===== config.mk =====
export PLATFORM = sky130hd
export DESIGN_NAME = tksel_ctrl
export DESIGN_NICKNAME = d
export VERILOG_FILES = /design/src/design/tksel_pkg.sv /design/src/design/tksel_ctrl.sv
export SDC_FILE = /design/constraint.sdc
export NUM_CORES = 1
export LEC_CHECK = 0
export BUFFER_PORTS_ARGS = -buffer_cell sky130_fd_sc_hd__buf_4
export CORE_AREA = 3 3 40 42
export CTS_BUF_LIST = sky130_fd_sc_hd__clkbuf_2 sky130_fd_sc_hd__clkbuf_4 sky130_fd_sc_hd__clkbuf_8
export DETAILED_ROUTE_END_ITERATION = 6
export DIE_AREA = 0 0 43 45
export GPL_ROUTABILITY_DRIVEN = 0
export GPL_TIMING_DRIVEN = 0
export PLACE_DENSITY = 0.55
export SLEW_MARGIN = 15
export SYNTH_ARGS = -nofsm -noshare
export SYNTH_HDL_FRONTEND = slang
export SYNTH_SLANG_ARGS = --single-unit
export TNS_END_PERCENT = 30

===== constraint.sdc =====
create_clock -name clk -period 1.2 [get_ports clk]
set_clock_uncertainty 0.1 [all_clocks]
set_input_delay 0.06 -clock clk [delete_from_list [all_inputs] [get_ports clk]]
set_output_delay 0.06 -clock clk [all_outputs]
set_load 0.1 [all_outputs]

===== src/design/tksel_pkg.sv =====
// shared types and constants for the top-k score feature selector
// no dependencies
package tksel_pkg;

	localparam int MAX_FEATURES = 64;
	localparam int IDX_W = (MAX_FEATURES > 1) ? $clog2(MAX_FEATURES) : 1;
	localparam int CNT_W = $clog2(MAX_FEATURES + 1);

	localparam int SCORE_W = 32;
	localparam int INDEX_W = 6;
	localparam int RULE_W = 2;
	localparam int PARAM_W = 16;
	localparam int CFG_INDEX_W = 2;
	localparam int CFG_DATA_W = 16;

	// keep count arithmetic
	localparam int PROD_W = CNT_W + PARAM_W;
	localparam int CEIL_W = 16;
	localparam int PCT_MUL_W = 29;
	localparam int PCT_Q_W = 10;
	localparam logic [PCT_MUL_W-1:0] PCT_RECIP = PCT_MUL_W'(5243);
	localparam int PCT_SHIFT = 19;
	localparam logic [CEIL_W-1:0] PCT_ROUND = CEIL_W'(99);
	localparam logic [PROD_W:0] Q8_ROUND = (PROD_W+1)'(255);

	localparam logic [CFG_INDEX_W-1:0] REG_SELECTION_RULE = CFG_INDEX_W'(0);
	localparam logic [CFG_INDEX_W-1:0] REG_RULE_VALUE = CFG_INDEX_W'(1);

	localparam logic [RULE_W-1:0] RULE_K_BEST = RULE_W'(0);
	localparam logic [RULE_W-1:0] RULE_PERCENTILE = RULE_W'(1);

	typedef enum logic [2:0] {
		ST_IDLE,
		ST_CALC1,
		ST_CALC2,
		ST_CALC3,
		ST_CALC4,
		ST_MARK,
		ST_SCAN,
		ST_ZERO
	} state_t;

	typedef struct packed {
		logic insert;
		logic load_count;
		logic mark_step;
		logic scan_en;
		logic emit_zero;
		logic clear_set;
	} cmd_t;

	typedef struct packed {
		logic count_zero;
		logic marks_done;
		logic emit_done;
		logic out_free;
	} status_t;

endpackage


===== src/design/tksel_ctrl.sv =====
// sequencing state machine: load, keep count, marking and emit phases
// depends on tksel_pkg
module tksel_ctrl import tksel_pkg::*; (
	input  logic    clk,
	input  logic    arst_n,
	input  logic    feature_valid,
	input  logic    last_feature,
	output logic    feature_stall,
	input  status_t status,
	output cmd_t    cmd,
	output state_t  state
);

	state_t state_q;
	state_t state_d;
	logic   accept;

	assign state = state_q;
	assign accept = feature_valid && (state_q == ST_IDLE);

	always_ff @(posedge clk or negedge arst_n) begin
		if (!arst_n) begin
			state_q <= ST_IDLE;
		end else begin
			state_q <= state_d;
		end
	end

	always_comb begin
		state_d = state_q;
		case (state_q)
			ST_IDLE: begin
				if (accept && last_feature) begin
					state_d = ST_CALC1;
				end
			end
			ST_CALC1: state_d = ST_CALC2;
			ST_CALC2: state_d = ST_CALC3;
			ST_CALC3: state_d = ST_CALC4;
			ST_CALC4: state_d = ST_MARK;
			ST_MARK: begin
				if (status.count_zero) begin
					state_d = ST_ZERO;
				end else if (status.marks_done) begin
					state_d = ST_SCAN;
				end
			end
			ST_SCAN: begin
				if (status.emit_done) begin
					state_d = ST_IDLE;
				end
			end
			ST_ZERO: begin
				if (status.out_free) begin
					state_d = ST_IDLE;
				end
			end
			default: state_d = ST_IDLE;
		endcase
	end

	always_comb begin
		cmd = '0;
		feature_stall = (state_q != ST_IDLE);
		case (state_q)
			ST_IDLE:  cmd.insert = accept;
			ST_CALC4: cmd.load_count = 1'b1;
			ST_MARK: begin
				cmd.mark_step = !status.count_zero && !status.marks_done;
			end
			ST_SCAN: begin
				cmd.scan_en = !status.emit_done;
				cmd.clear_set = status.emit_done;
			end
			ST_ZERO: begin
				cmd.emit_zero = 1'b1;
				cmd.clear_set = status.out_free;
			end
			default: cmd = '0;
		endcase
	end

endmodule


* After elaboration in Yosys (flattened, before gate mapping)
Cells that the tools add are included.
** Storage, ports and cells
- Output and inout port bits :: 10
- Logic and storage cells :: 33
- Input bits :: 8
- Register bits :: 3
** Cells by class
- Mux-type cells :: 12
- Reduce and logical (&&, ||, !) cells :: 9
- Eq/ne operators :: 11
** Operator list (count)
- $pmux W3 S8 :: 1
- $mux W3 :: 5
- $eq A3 B3 Y1 const B :: 4
- $eq A3 B2 Y1 const B :: 2
- $mux W1 :: 5
- $ne A2 B2 Y1 const B :: 2
- $reduce_and A4 Y1 :: 1
- $eq A3 B1 Y1 const B :: 1
- $logic_and A1 B1 Y1 :: 3
- $logic_not A1 Y1 :: 3
- $logic_not A3 Y1 :: 1
- $ne A3 B3 Y1 const B :: 1
- $reduce_bool A3 Y1 :: 1
- $ne A2 B1 Y1 const B :: 1
- $pmux W1 S2 :: 1

* Longest topological paths before layout
- Depth in word-level cells :: 5
- Mapped depth :: 4
- Gate-level depth less buffers :: 3

* Least setup slack after synthesis
Ideal clock, no wire load.
- Kind :: reg2out
- From :: register state_q[2], in the netlist state[2]
- To :: output port cmd[4] (netlist name)
- Required time :: 1.040 ns
- Stages on the path, launching flop included :: 3
- Buffers on the path :: 1
- Arrival :: 3.461 ns
- Slack :: -2.421 ns
- Cells stage by stage :: dfrtp_1 buf_2 nor3b_1
** RTL lines
- start: declaration :: RTL line tksel_ctrl.sv:14 : state_t state_q;
- start signal: assignment :: RTL line tksel_ctrl.sv:25 : state_q <= state_d;
- end: declaration :: RTL line tksel_ctrl.sv:10 : output cmd_t cmd,

==> results.toml <==
[cells_and_area]
drive_above_1_share_pct = 73.7
diodes = 0
fin_cells = 72
largest_reg_flops = 3
nNetsFinal = 66
final_cell_mix = "buf_4 (12), buf_12 (8), clkbuf_4 (4)"
mostFrequentLayoutCell = "buf_4"
utilization_pct = 51.7
syn2layout_area_growth_pct = 160

[sta]
setup_viol = 9
tightest_slew_ns = 0.259
fin_ws_ns = -0.457
final.period_utilization_pct = 138
drv_slew = 0
relSlewSlack_pct = 82.6
timing.fmax_mhz = 603
rsz0062_at_grt = "yes"
hold_viol = 0
fin_crit_ns = 1.66

[routing]
dr.max_layer_used = "met4"
ant_nets = 0
met3_length_um = 55
drt_iter0_markers = 7
wirelength_um = 856
viasPerCell = 4.69
wirelength_met1_um = 343
wl_per_cell_um = 11.9
first_pass_iters = 4
vias = 338
post-route-drc-count = 0
wl_met2_um = 442

[floorplan]
coreArea_mm2 = 0.00128
die_h_um = 45
die_area_mm2 = 0.00194
row_count = 13
die_width_um = 43
start_util_pct = 19.9
pin_count = 18

[global_route]
grt_pass1_wl_mm = 1.44
track_usage_pct = 9.91
grt_max_degree = 11
grt_pass1_vias = 350
grt-ovfl-total = 0
antenna_found_initial = 0

[clock_network]
cts_sinks = 3
clock_latency_ns = 0.24
h-tree-depth = 1
cts_tree = "yes"
clk_pin_slew_ns = 0.04
cts_max_path_buffers = 2
cts_buffers = 3
clockRootBuffer = "clkbuf_4"

[synth]
synth_cell_types = 20
synthArstFlopShare_pct = 100
synthCells = 31
synthesis.area_um2 = 255
synth_seq_cells = 3
synth_edf_count = 0
syn_nets = 39
syn_area_per_cell_um2 = 8.23
yosysSeqAreaShare_pct = 29.4
synth_ff_type = "dfrtp_1"
yosysWarnings = 0

[placed_design]
dp_hpwl_um = 559
io_buffer_count = 17
dpl_worst_slack_ns = -0.356
dpl.cell_count = 63

[worst_setup_path]
critPathKind = "flip-flop to output port"
required_ns = 1.04
cp-start-kind = "flip-flop"
critical_path_arrival_ns = 1.50
end_kind = "output port"
crit_fanout = 4

[outcome]
violations = "setup timing"
status = "complete, but fails checks"

[hold_path]
worstHoldPathType = "input pin to async pin"

[flow_run]
maxCapViolCount = 0
## final cells by class
type	count	area [um2]
Fill cell	127	621
Timing Repair Buffer	22	272
Multi-Input combinational cell	22	209
Sequential cell	3	86.3
Buffer	3	37.5
Clock buffer	4	30.0
Tap cell	15	18.8
Inverter	3	11.3
## worst max-delay path, cell delays in order, from the launching register on
cell and delay, ns:
dfrtp_4 0.47, buf_6 0.13, or3_4 0.37, nor2_4 0.11, buf_12 0.18
## cells by family (layout without fill, tap and decap cells)
| kind of cell | Yosys count | count (layout) | synth area share, % |
|---|---|---|---|
| compound gates | 9 | 9 | 21.6 |
| buf+inv | 6 | 32 | 12.7 |
| flops | 3 | 3 | 29.4 |
| mux | 1 | 1 | 3.92 |
| simple gates | 12 | 12 | 32.4 |
## routing by layer
metal	up-vias	global-route usage, %
met5	-	0
li1	166	-
met2	16	16.8
met4	0	6.02
met1	154	10.8
met3	2	3.19
## path summary, 6_finish.rpt
kind / end / depth (start not counted) / slack [ns] / start
setup / recovery: cmd[5] / 4 / -0.46 / state[2]
hold / removal: state[0] / 2 / 0.05 / arst_n
setup reg to reg: state[0] / 4 / -0.10 / state[1]
hold reg to reg: state[0] / 2 / 0.60 / state[0]
max in group asynchronous: state[1] / 2 / 0.84 / arst_n
min in group clk: state[2] / 3 / 0.07 / status[0]
## metrics by stage
stage / setup TNS (ns) / area (um2) / hold slack (ns)
2_1_floorplan: -4.08 / 315 / -0.336
3_3_place_gp: -1.30 / 462 / -0.247
3_5_place_dp: -1.28 / 462 / -0.248
4_1_cts: -2.63 / 634 / 0.0530
5_1_grt: -3.08 / 664 / 0.0614
6_report: -2.63 / 664 / 0.0494
## what timing repair did
action,CTS,global route
hold endpoints to repair,3,0
buffers inserted,4,0
setup endpoints to repair,9,11
hold buffers,1,0
resized for setup,22,7
pin swaps,8,1
## cells in the mapped netlist, drive strengths merged, types with 2 or more instances
cell / instances / share of area [%]
nand2: 2 / 2.9
nor3: 2 / 3.9
buf: 3 / 8.3
o21ai: 2 / 3.9
nor2: 2 / 3.9
a211oi: 2 / 5.9
dfrtp: 3 / 29
a21oi: 3 / 5.9
inv: 3 / 4.4
Power is not shown: default switching activity piles up to over one toggle a cycle in this logic, so the estimate is an artifact.
